### config.mk
export PLATFORM = sky130hd
export DESIGN_NAME = meter_frame_deframer_unit
export DESIGN_NICKNAME = d
export VERILOG_FILES = /design/src/sv/mfd_pkg.sv /design/src/sv/mfd_parser.sv /design/src/sv/meter_frame_deframer_unit.sv
export VERILOG_INCLUDE_DIRS = /design/src /design/src/sv
export SDC_FILE = /design/constraint.sdc
export NUM_CORES = 1
export LEC_CHECK = 0
export BUFFER_PORTS_ARGS = -buffer_cell sky130_fd_sc_hd__buf_2
export CAP_MARGIN = 10
export CELL_PAD_IN_SITES_DETAIL_PLACEMENT = 0
export CELL_PAD_IN_SITES_GLOBAL_PLACEMENT = 1
export CORE_MARGIN = 8
export CORE_UTILIZATION = 50
export CTS_BUF_LIST = sky130_fd_sc_hd__clkbuf_4 sky130_fd_sc_hd__clkbuf_8
export DETAILED_ROUTE_END_ITERATION = 12
export PLACE_DENSITY = 0.95
export SYNTH_ARGS = -nofsm -noshare
export SYNTH_HDL_FRONTEND = slang
export SYNTH_SLANG_ARGS = --single-unit
### constraint.sdc
create_clock -name clk -period 9.2 [get_ports clk]
set_input_delay 0.46 -clock clk [delete_from_list [all_inputs] [get_ports clk]]
set_output_delay 0.46 -clock clk [all_outputs]
set_load 0.1 [all_outputs]
### src/sv/meter_frame_deframer_unit_defines.svh
// ----------------------------------------------------------------------------
// Meter frame deframer assertion macros
// Shared assertion helpers for the deframer RTL, removable with ASSERT_OFF.
// ----------------------------------------------------------------------------
`ifndef METER_FRAME_DEFRAMER_UNIT_DEFINES_SVH
`define METER_FRAME_DEFRAMER_UNIT_DEFINES_SVH

`ifndef ASSERT_OFF
// Checked only outside reset.
`define MFD_ASSERT(label, clk, rst_n, prop, msg) \
  label: assert property (@(posedge clk) disable iff (!rst_n) prop) else $error(msg);
// Checked at every edge, reset included.
`define MFD_ASSERT_ALWAYS(label, clk, prop, msg) \
  label: assert property (@(posedge clk) prop) else $error(msg);
`else
`define MFD_ASSERT(label, clk, rst_n, prop, msg)
`define MFD_ASSERT_ALWAYS(label, clk, prop, msg)
`endif

`endif

### src/sv/mfd_pkg.sv
// ----------------------------------------------------------------------------
// Meter frame deframer package
// Frame constants, parser phase codes and the result word type.
// ----------------------------------------------------------------------------
package mfd_pkg;

  localparam logic [7:0]  SYNC_HI         = 8'hAA;
  localparam logic [7:0]  SYNC_LO         = 8'hCC;
  localparam logic [7:0]  CLASS_AMMETER   = 8'hA0;
  localparam logic [7:0]  CLASS_VOLTMETER = 8'hA1;
  localparam logic [7:0]  CLASS_SERIAL    = 8'hA2;
  localparam logic [15:0] METER_LENGTH    = 16'd14;

  typedef enum logic [6:0] {
    PH_HUNT    = 7'b0000001,
    PH_SYNC_LO = 7'b0000010,
    PH_LEN_HI  = 7'b0000100,
    PH_LEN_LO  = 7'b0001000,
    PH_CLASS   = 7'b0010000,
    PH_ID      = 7'b0100000,
    PH_BODY    = 7'b1000000
  } phase_t;

  typedef enum logic [1:0] {
    KIND_AMMETER   = 2'd0,
    KIND_VOLTMETER = 2'd1,
    KIND_PASS      = 2'd2,
    KIND_DROP      = 2'd3
  } kind_t;

  typedef struct packed {
    logic        valid;
    kind_t       kind;
    logic [7:0]  channel;
    logic [31:0] reading_instant;
    logic [31:0] reading_average;
    logic [31:0] reading_maximum;
    logic [7:0]  data_byte;
    logic        frame_end;
  } result_t;

endpackage

### src/sv/mfd_parser.sv
// ----------------------------------------------------------------------------
// Meter frame deframer parser
// Holds the frame parse state and forms the result word for each input byte.
// ----------------------------------------------------------------------------
`include "meter_frame_deframer_unit_defines.svh"

module mfd_parser (
  input  logic             clk,
  input  logic             rst_n,
  input  logic             step,
  input  logic [7:0]       rx_byte,
  output mfd_pkg::result_t result
);
  import mfd_pkg::*;

  phase_t      phase_r,   phase_nxt;
  logic [15:0] left_r,    left_nxt;
  logic [15:0] length_r,  length_nxt;
  logic [7:0]  class_r,   class_nxt;
  logic [7:0]  id_r,      id_nxt;
  logic [31:0] rd_r [3];
  logic [31:0] rd_nxt [3];
  logic [15:0] left_dec;
  logic        last;
  logic        byte_meter;
  logic        class_meter;

  assign left_dec    = left_r - 16'd1;
  assign last        = (left_dec == 16'd0);
  assign byte_meter  = (rx_byte == CLASS_AMMETER) || (rx_byte == CLASS_VOLTMETER);
  assign class_meter = (class_r == CLASS_AMMETER) || (class_r == CLASS_VOLTMETER);

  always_comb begin
    phase_nxt  = phase_r;
    left_nxt   = left_r;
    length_nxt = length_r;
    class_nxt  = class_r;
    id_nxt     = id_r;
    rd_nxt     = rd_r;
    result     = '0;
    case (phase_r)
      PH_SYNC_LO: begin
        if (rx_byte == SYNC_LO) begin
          phase_nxt = PH_LEN_HI;
        end else if (rx_byte == SYNC_HI) begin
          phase_nxt = PH_SYNC_LO;
        end else begin
          phase_nxt = PH_HUNT;
        end
      end
      PH_LEN_HI: begin
        length_nxt = {rx_byte, 8'h00};
        phase_nxt  = PH_LEN_LO;
      end
      PH_LEN_LO: begin
        length_nxt = {length_r[15:8], rx_byte};
        left_nxt   = {length_r[15:8], rx_byte};
        phase_nxt  = ({length_r[15:8], rx_byte} == 16'd0) ? PH_HUNT : PH_CLASS;
      end
      PH_CLASS: begin
        class_nxt = rx_byte;
        id_nxt    = 8'h00;
        rd_nxt[0] = 32'd0;
        rd_nxt[1] = 32'd0;
        rd_nxt[2] = 32'd0;
        left_nxt  = left_dec;
        if (last) begin
          phase_nxt = PH_HUNT;
          if (byte_meter) begin
            result.valid     = 1'b1;
            result.kind      = KIND_DROP;
            result.frame_end = 1'b1;
          end
        end else begin
          phase_nxt = PH_ID;
        end
      end
      PH_ID: begin
        id_nxt   = rx_byte;
        left_nxt = left_dec;
        if (last) begin
          phase_nxt = PH_HUNT;
          if (class_meter) begin
            result.valid     = 1'b1;
            result.kind      = KIND_DROP;
            result.channel   = rx_byte;
            result.frame_end = 1'b1;
          end
        end else begin
          phase_nxt = PH_BODY;
        end
      end
      PH_BODY: begin
        left_nxt = left_dec;
        if (last) begin
          phase_nxt = PH_HUNT;
        end
        if (class_meter) begin
          rd_nxt[0] = {rd_r[0][23:0], rd_r[1][31:24]};
          rd_nxt[1] = {rd_r[1][23:0], rd_r[2][31:24]};
          rd_nxt[2] = {rd_r[2][23:0], rx_byte};
          if (last) begin
            result.valid     = 1'b1;
            result.channel   = id_r;
            result.frame_end = 1'b1;
            if ((length_r == METER_LENGTH) && (id_r != 8'h00)) begin
              result.kind            = (class_r == CLASS_AMMETER) ? KIND_AMMETER
                                                                  : KIND_VOLTMETER;
              result.reading_instant = {rd_r[0][23:0], rd_r[1][31:24]};
              result.reading_average = {rd_r[1][23:0], rd_r[2][31:24]};
              result.reading_maximum = {rd_r[2][23:0], rx_byte};
            end else begin
              result.kind = KIND_DROP;
            end
          end
        end else if (class_r == CLASS_SERIAL) begin
          result.valid     = 1'b1;
          result.kind      = KIND_PASS;
          result.channel   = id_r;
          result.data_byte = rx_byte;
          result.frame_end = last;
        end
      end
      default: begin
        phase_nxt = (rx_byte == SYNC_HI) ? PH_SYNC_LO : PH_HUNT;
      end
    endcase
  end

  always_ff @(posedge clk) begin
    if (!rst_n) begin
      phase_r  <= PH_HUNT;
      left_r   <= 16'd0;
      length_r <= 16'd0;
      class_r  <= 8'h00;
      id_r     <= 8'h00;
      rd_r[0]  <= 32'd0;
      rd_r[1]  <= 32'd0;
      rd_r[2]  <= 32'd0;
    end else if (step) begin
      phase_r  <= phase_nxt;
      left_r   <= left_nxt;
      length_r <= length_nxt;
      class_r  <= class_nxt;
      id_r     <= id_nxt;
      rd_r     <= rd_nxt;
    end
  end

  // Inside a frame body at least one byte is always still owed.
  `MFD_ASSERT(a_left_nonzero, clk, rst_n, (phase_r == PH_CLASS || phase_r == PH_ID || phase_r == PH_BODY) |-> (left_r != 16'd0), "bytes left is zero inside a frame")
  `MFD_ASSERT(a_left_below_len, clk, rst_n, (phase_r == PH_BODY) |-> (left_r < length_r), "bytes left exceeds frame length in body")
  `MFD_ASSERT(a_rd_clear_at_id, clk, rst_n, (phase_r == PH_ID) |-> (rd_r[0] == 32'd0 && rd_r[1] == 32'd0 && rd_r[2] == 32'd0), "readings not cleared at id byte")

endmodule

### src/sv/meter_frame_deframer_unit.sv
// ----------------------------------------------------------------------------
// Meter frame deframer
// Parses sync, length, class and id of received frames and emits meter
// records, serial passthrough bytes and dropped-frame notices.
// ----------------------------------------------------------------------------
//   Channel  Direction  Handshake            Word
//   in_      input      in_valid / in_ready  one received byte
//   out_     output     out_valid/out_ready  one record, passthrough or drop
//
// Each byte is parsed in the cycle it is accepted; its result appears in the
// output register on the next cycle. One byte per cycle is sustained while out_ready stays high.
// in_ready is high whenever the output register is empty or being drained.
// Reset (rst_n low, synchronous) returns the parser to the sync hunt.
// ----------------------------------------------------------------------------
`include "meter_frame_deframer_unit_defines.svh"

module meter_frame_deframer_unit (
  input  logic        clk,
  input  logic        rst_n,
  input  logic        in_valid,
  output logic        in_ready,
  input  logic [7:0]  in_rx_byte,
  output logic        out_valid,
  input  logic        out_ready,
  output logic [1:0]  out_kind,
  output logic [7:0]  out_channel,
  output logic [31:0] out_reading_instant,
  output logic [31:0] out_reading_average,
  output logic [31:0] out_reading_maximum,
  output logic [7:0]  out_data_byte,
  output logic        out_frame_end
);
  import mfd_pkg::*;

  result_t result;
  result_t out_r;
  logic    out_valid_r;
  logic    accept;

  assign in_ready = !out_valid_r || out_ready;
  assign accept   = in_valid && in_ready;

  mfd_parser u_parser (
    .clk     (clk),
    .rst_n   (rst_n),
    .step    (accept),
    .rx_byte (in_rx_byte),
    .result  (result)
  );

  always_ff @(posedge clk) begin
    if (!rst_n) begin
      out_valid_r <= 1'b0;
    end else if (accept) begin
      out_valid_r <= result.valid;
    end else if (out_ready) begin
      out_valid_r <= 1'b0;
    end
  end

  always_ff @(posedge clk) begin
    if (accept) begin
      out_r <= result;
    end
  end

  assign out_valid           = out_valid_r;
  assign out_kind            = out_r.kind;
  assign out_channel         = out_r.channel;
  assign out_reading_instant = out_r.reading_instant;
  assign out_reading_average = out_r.reading_average;
  assign out_reading_maximum = out_r.reading_maximum;
  assign out_data_byte       = out_r.data_byte;
  assign out_frame_end       = out_r.frame_end;

  `MFD_ASSERT_ALWAYS(a_reset_empty, clk, !rst_n |=> !out_valid, "output valid after reset")
  `MFD_ASSERT(a_end_on_close, clk, rst_n, (out_valid && out_kind != KIND_PASS) |-> out_frame_end, "record or drop without frame end")
  `MFD_ASSERT(a_readings_zero, clk, rst_n, (out_valid && (out_kind == KIND_PASS || out_kind == KIND_DROP)) |-> (out_reading_instant == 32'd0 && out_reading_average == 32'd0 && out_reading_maximum == 32'd0), "readings on a non-record word")
  `MFD_ASSERT(a_data_zero, clk, rst_n, (out_valid && out_kind != KIND_PASS) |-> (out_data_byte == 8'h00), "data byte on a non-passthrough word")

endmodule
==> results of run 1 <==
-- cells in the final DEF, fill, tap and decap left out, types with 4 or more instances in the layout --
| cell | Yosys | final |
|---|---|---|
| buf_2 | 13 | 128 |
| clkinv_2 | 0 | 4 |
| xnor2_1 | 5 | 5 |
| clkbuf_8 | 0 | 48 |
| a22oi_1 | 9 | 9 |
| nand4_1 | 7 | 7 |
| inv_1 | 7 | 5 |
| nor4_1 | 11 | 11 |
| o21ai_0 | 16 | 16 |
| edfxtp_1 | 115 | 115 |
| nand3_1 | 112 | 111 |
| a32o_1 | 9 | 9 |
| o22ai_1 | 4 | 4 |
| clkinv_1 | 0 | 9 |
| nand2_1 | 145 | 145 |
| and2_1 | 109 | 109 |
| nand3b_1 | 5 | 5 |
| nand4b_1 | 4 | 4 |
| nand2b_1 | 4 | 4 |
| a21o_1 | 4 | 4 |
| clkbuf_4 | 0 | 10 |
| dfxtp_1 | 144 | 144 |
| a21oi_1 | 138 | 138 |
| nor3_1 | 16 | 16 |
| buf_4 | 3 | 7 |
| nor2_1 | 34 | 34 |
| o21a_1 | 4 | 4 |
| o211a_1 | 5 | 5 |
-- stage by stage --
stage	power, mW	hold slack (ns)	instance area [µm²]
3_5_place_dp	1.40	0.440	11200
2_1_floorplan	1.38	0.427	10600
3_3_place_gp	1.40	0.435	11200
4_1_cts	2.42	0.274	12100
6_report	2.40	0.294	12100
5_1_grt	2.48	0.287	12100
-- worst max-delay path by stage --
stage / from / end / slack, ns
finish: out_valid / u_parser.rd_r[35] / 5.32
global route: out_valid / u_parser.rd_r[38] / 4.91
CTS: out_valid / u_parser.rd_r[43] / 5.30
detailed placement: out_ready / u_parser.rd_r[43] / 5.05
global placement: out_ready / u_parser.rd_r[28] / 5.23
floorplan: out_valid / u_parser.rd_r[11] / 2.39
-- layout make-up --
type,instances,share of cell area
sequential,259,0.524
clock inverter,18,0.0118
inverter,7,0.00259
tap,275,0.0285
clock buffer,58,0.0609
multi-input combinational,697,0.314
timing repair buffer,135,0.0574
-- routing by layer --
layer,GRT usage,share of wire
met5,0,0
met2,0.297,0.47
met4,0.0631,0.022
met1,0.239,0.43
met3,0.0463,0.074
-- state kept, by name, summed over array words and instances, names as in the netlist, 8 cells and up --
signal	count
u_parser.class_r	8
out_reading_average	32
u_parser.left_r	16
u_parser.rd_r	88
out_channel	8
u_parser.length_r	16
out_reading_instant	32
out_data_byte	8
u_parser.id_r	8
out_reading_maximum	32
-- cells by family (layout without fill, tap and decap cells) --
group           count (synthesis)  in the layout  synth area share
fa+ha+maj                       2              2           0.00237
xor+xnor                        7              7           0.00581
compound gates                209            209             0.117
mux                             1              1           0.00107
flops                         259            259             0.600
simple gates                  478            478             0.232
buf+inv                        96            218            0.0416
-- worst register-to-register path: stages (launching register included) --
cell and delay [ns]:
dfxtp_1 0.31, nand2b_1 0.12, nand2_1 0.33, inv_4 0.48, buf_4 0.92, nand3_4 1.10
nand2_1 0.36, a21oi_1 0.10
-- where the power goes --
group,total [mW],switching (mW),internal (mW),leakage (nW)
clock network,1.02,0.444,0.577,0.464
logic,0.159,0.145,0.0136,1.76
registers,1.22,0.00448,1.21,2.38
==> impl_metrics.ini, run 1 <==
[yosys]
ys.flop_type = dfxtp_1
synthesis.nets = 1066
syn_area_um2 = 10600
yosys-top-cells-area = edfxtp_1 33%, dfxtp_1 27%, a21oi_1 6.5%
yosysMostFrequentCell = nand2_1
yosysWarnings = 0
synth.distinct_cells = 58
synth_top_area_frac = 0.327
ys_ff_latch = 259
yosysTopAreaCell = edfxtp_1
async_flop_share = 0
netlist_top_cells_count = 145 x nand2_1, 144 x dfxtp_1, 138 x a21oi_1
synth_area_per_cell_um2 = 10.0
seq_area_frac_synth = 0.600
postSynthCellCount = 1052
synth_edf_count = 115

[global_route]
grt_pass1_vias = 7688
grt_max_degree = 97
antenna_found_initial = 0
grt_pass1_wl_um = 39900
gr-total-overflow = 0
grt_use_total = 0.185

[worst_setup_path]
r2r_cells = 7
crit_buf_inv = 2
cpMostUsedCell = nand2_1
r2r_end = u_parser.rd_r[35]
cp_cell_sequence = nand2b_1, nand2_1, inv_4, buf_4, nand3_4, nand2_1, a21oi_1
start_kind = register
worst_setup_path_end_kind = register
cp_max_fo = 91
crit_slowest_cell = nand3_4
r2r-start = out_valid
path_class = reg2reg
crit_arrival_ns = 4.26
max_stage_delay_ns = 0.98
crit_family = simple AND/OR/NAND/NOR gates
worstSetupPathDepth = 7
reg2reg_slack_ns = 5.32
cp.required_ns = 9.58

[timing]
slew_violations = 0
max-slew-margin-rel = 0.179
setup_slack_ns = 5.32
finalSetupViolCount = 0
timing.final.crit_share = 0.422
fmax_mhz = 258
totalNegativeSetupSlack_ns = 0
hold_violations = 0
rsz0062_at_grt = no
min_period_ns = 3.88
clock_skew_ns = 0.0215
worstMarginPinSlew_ns = 1.23

[clock_network]
ctsHoldBuffers = 0
tritoncts = built
clk_pin_slew_ns = 0.06
postCtsSetupBuffers = 0
root_buffer = clkbuf_8
cts.sinks = 259
clk-insertion-delay-late_ns = 0.54
htreeDepth = 2
cts_buffer_depth = 3
cts_made_buffers = 41
cts-resized-gates = 0

[routing]
vias = 8005
wl_per_cell_um = 16.9
ant_nets = 0
drt-initial-drc-count = 717
vias_per_cell = 5.52
dr.pass1.iters = 5
drc = 0
wl_um = 24400

[layout]
nFillCells = 1790
nNetsFinal = 1155
drive_gt1_frac = 0.183
final_cells = 1449
multi_input_area_um2 = 3800
syn_to_final_growth_pct = 14.4
antenna_cells = 0
final-seq-area_um2 = 6340
final_util = 0.578

[place]
port_buffers = 128
place_ws_ns = 5.05
gp_congestion = 0.864
place_hpwl_um = 15300
dpl.cell_count = 1373

[pwr]
leakage_nw = 4.61
power_density_nw_per_um2 = 198
ir_drop_mv = 0.107

[hold_path]
hold_path_depth = 3
min_from = out_ready
min_path_type = in2reg
min_to = out_valid

[die]
placementRows = 53
die_h_um = 161
ios = 129
dieArea_um2 = 26000
fp.coreArea_um2 = 20900
die_x_um = 161
start_util = 0.505

[run_status]
run_status = completed

[run]
drv_cap = 0
Note: power is estimated with default switching activity, not from simulation.
==> inputs of run 2 (changes only) <==
Settings changed: CORE_UTILIZATION 50 to 42, PLACE_DENSITY 0.95 to 0.86.
Clock period 9.2 ns to 3.19 ns, I/O delays scaled along.
==> impl_metrics.ini, run 2 (synthesized netlist as in run 1, its figures left out) <==
[clock_network]
cts-resized-gates = 0
clk-insertion-delay-late_ns = 0.54
htreeDepth = 2
cts.sinks = 259
root_buffer = clkbuf_8
tritoncts = built
clk_pin_slew_ns = 0.06
postCtsSetupBuffers = 0
cts_buffer_depth = 3
cts_made_buffers = 41

[routing]
drt-initial-drc-count = 567
dr.pass1.iters = 4
vias = 8139
wl_um = 25700
drc = 0
vias_per_cell = 5.34
ant_nets = 0
wl_per_cell_um = 16.9

[global_route]
globalRouteMet1Util = 0.210
grt_pass1_wl_um = 41000
antenna_found_initial = 0
gr-usage-met3 = 0.0410
grt_pass1_vias = 7755
busiest_layer = met2
gr-total-overflow = 0
met2_usage = 0.259
grt_max_degree = 106
grt_use_total = 0.162

[timing]
worstMarginPinSlew_ns = 0.905
slew_violations = 0
min_period_ns = 2.84
max-slew-margin-rel = 0.397
totalNegativeSetupSlack_ns = 0
finalSetupViolCount = 0
timing.final.crit_share = 0.890
clock_skew_ns = 0.0266
fmax_mhz = 352
rsz0062_at_grt = no
hold_violations = 0

[pwr]
p_comb_frac = 0.070
p_seq_frac = 0.524
power_density_nw_per_um2 = 544
switching_share = 0.255
p_int_mw = 4.99
leakage_nw = 4.71
ir_drop_mv = 0.227
clkPwrFrac = 0.406
p_switching_mw = 1.71

[worst_setup_path]
crit_start = u_parser.left_r[0]
cp_max_fo = 59
worstSetupPathDepth = 9
r2r_end = out_reading_maximum[3]
r2r-start = u_parser.left_r[0]
reg2reg_slack_ns = 0.35
cp.required_ns = 3.58
r2r_cells = 9
worst_setup_path_end_kind = register
cp_cell_sequence = inv_1, ha_1, or3b_2, o22ai_1, o2111a_1, o211a_1, and3_2, buf_12, and2_1
max_stage_delay_ns = 0.56
start_kind = register
crit_buf_inv = 2
path_class = reg2reg
crit_slowest_cell = dfxtp_1
crit_family = simple AND/OR/NAND/NOR gates
critPathCapture = out_reading_maximum[3]
crit_arrival_ns = 3.23

[layout]
largest_reg_flops = 88
multi_input_area_um2 = 3800
mostFrequentLayoutCells = 145 x nand2_1, 143 x dfxtp_1, 138 x a21oi_1
nNetsFinal = 1176
final-seq-area_um2 = 6340
nFillCells = 2341
syn_to_final_growth_pct = 16.7
antenna_cells = 0
drive_gt1_frac = 0.195
stdcell_area_um2 = 12300
final_common_cell = nand2_1
largest_register = u_parser.rd_r

[run]
drv_cap = 0

[die]
ios = 129
die_x_um = 175
fp.coreArea_um2 = 25000
placementRows = 58
start_util = 0.423
die_h_um = 175
dieArea_um2 = 30500

[run_status]
run_status = completed

[place]
gp_congestion = 0.880
place_area_um2 = 11500
port_buffers = 128
place_hpwl_um = 16600

[hold_path]
min_path_type = in2reg
min_from = in_rx_byte[0]
-- run 2: cell count changes in the layout (fill, tap and decap cells not counted) --
cell / change
buf_4: +11
clkbuf_4: +6
buf_12: +7
clkinv_2: -1
nand2b_1: -1
inv_4: +1
clkinv_4: -1
clkinv_1: +2
bufinv_16: -2
dlygate4sd3_1: +3
clkbuf_8: -5
dfxtp_2: +1
dfxtp_1: -1
nand2b_2: +1
-- run 2: tightest hold or removal path: cells and delay by family --
family	cells	cell delay [ns]
compound gates	1	0.05
buf+inv	1	0.21
simple gates	1	0.09
-- run 2: power by group through the flow --
| stage | sequential (mW) | clock [mW] | combinational [mW] |
|---|---|---|---|
| after detailed placement | 3.58 | 0 | 0.470 |
| final | 3.51 | 2.72 | 0.470 |
| after floorplan | 3.89 | 0 | 0.0676 |
| after global placement | 3.58 | 0 | 0.468 |
| after global routing | 3.51 | 2.93 | 0.483 |
| after CTS | 3.51 | 2.78 | 0.473 |
-- run 2: per-stage QoR --
step,std cells,util,hold slack [ns],total power [mW],worst slack (ns)
after detailed placement,1446,0.461,0.440,4.05,0.353
after global placement,1446,0.461,0.433,4.05,0.410
final,1525,0.494,0.0339,6.70,0.351
after global routing,1525,0.494,0.00553,6.93,0.155
after CTS,1525,0.494,0.00282,6.77,0.335
after floorplan,1052,-,0.373,3.96,0.132
-- run 2: worst min-delay path by stage --
stage	depth (start not counted)	endpoint
6_report	3	u_parser.class_r[0]
5_1_grt	3	u_parser.id_r[6]
4_1_cts	3	u_parser.id_r[4]
3_5_place_dp	2	u_parser.rd_r[87]
3_3_place_gp	2	u_parser.rd_r[87]
2_1_floorplan	3	u_parser.phase_r[1]
-- run 2: area by class of cell --
| class | count | share of cell area |
|---|---|---|
| inverter | 7 | 0.00254 |
| clock buffer | 59 | 0.0578 |
| sequential | 259 | 0.514 |
| clock inverter | 17 | 0.00670 |
| tap | 330 | 0.0335 |
| multi-input combinational | 697 | 0.308 |
| timing repair buffer | 156 | 0.0768 |
-- run 2: per-layer routing --
metal  vias to the layer above  part of all wire
met5                         -                 0
met4                         0             0.025
met3                        53             0.068
met2                       254              0.46
met1                      3880              0.44
li1                       3952                 -
-- run 2: timing repair --
action | in CTS | in global routing
setup endpoints to repair | 0 | 0
hold buffers | 3 | 0
endpoints found under the hold margin | 4 | 0
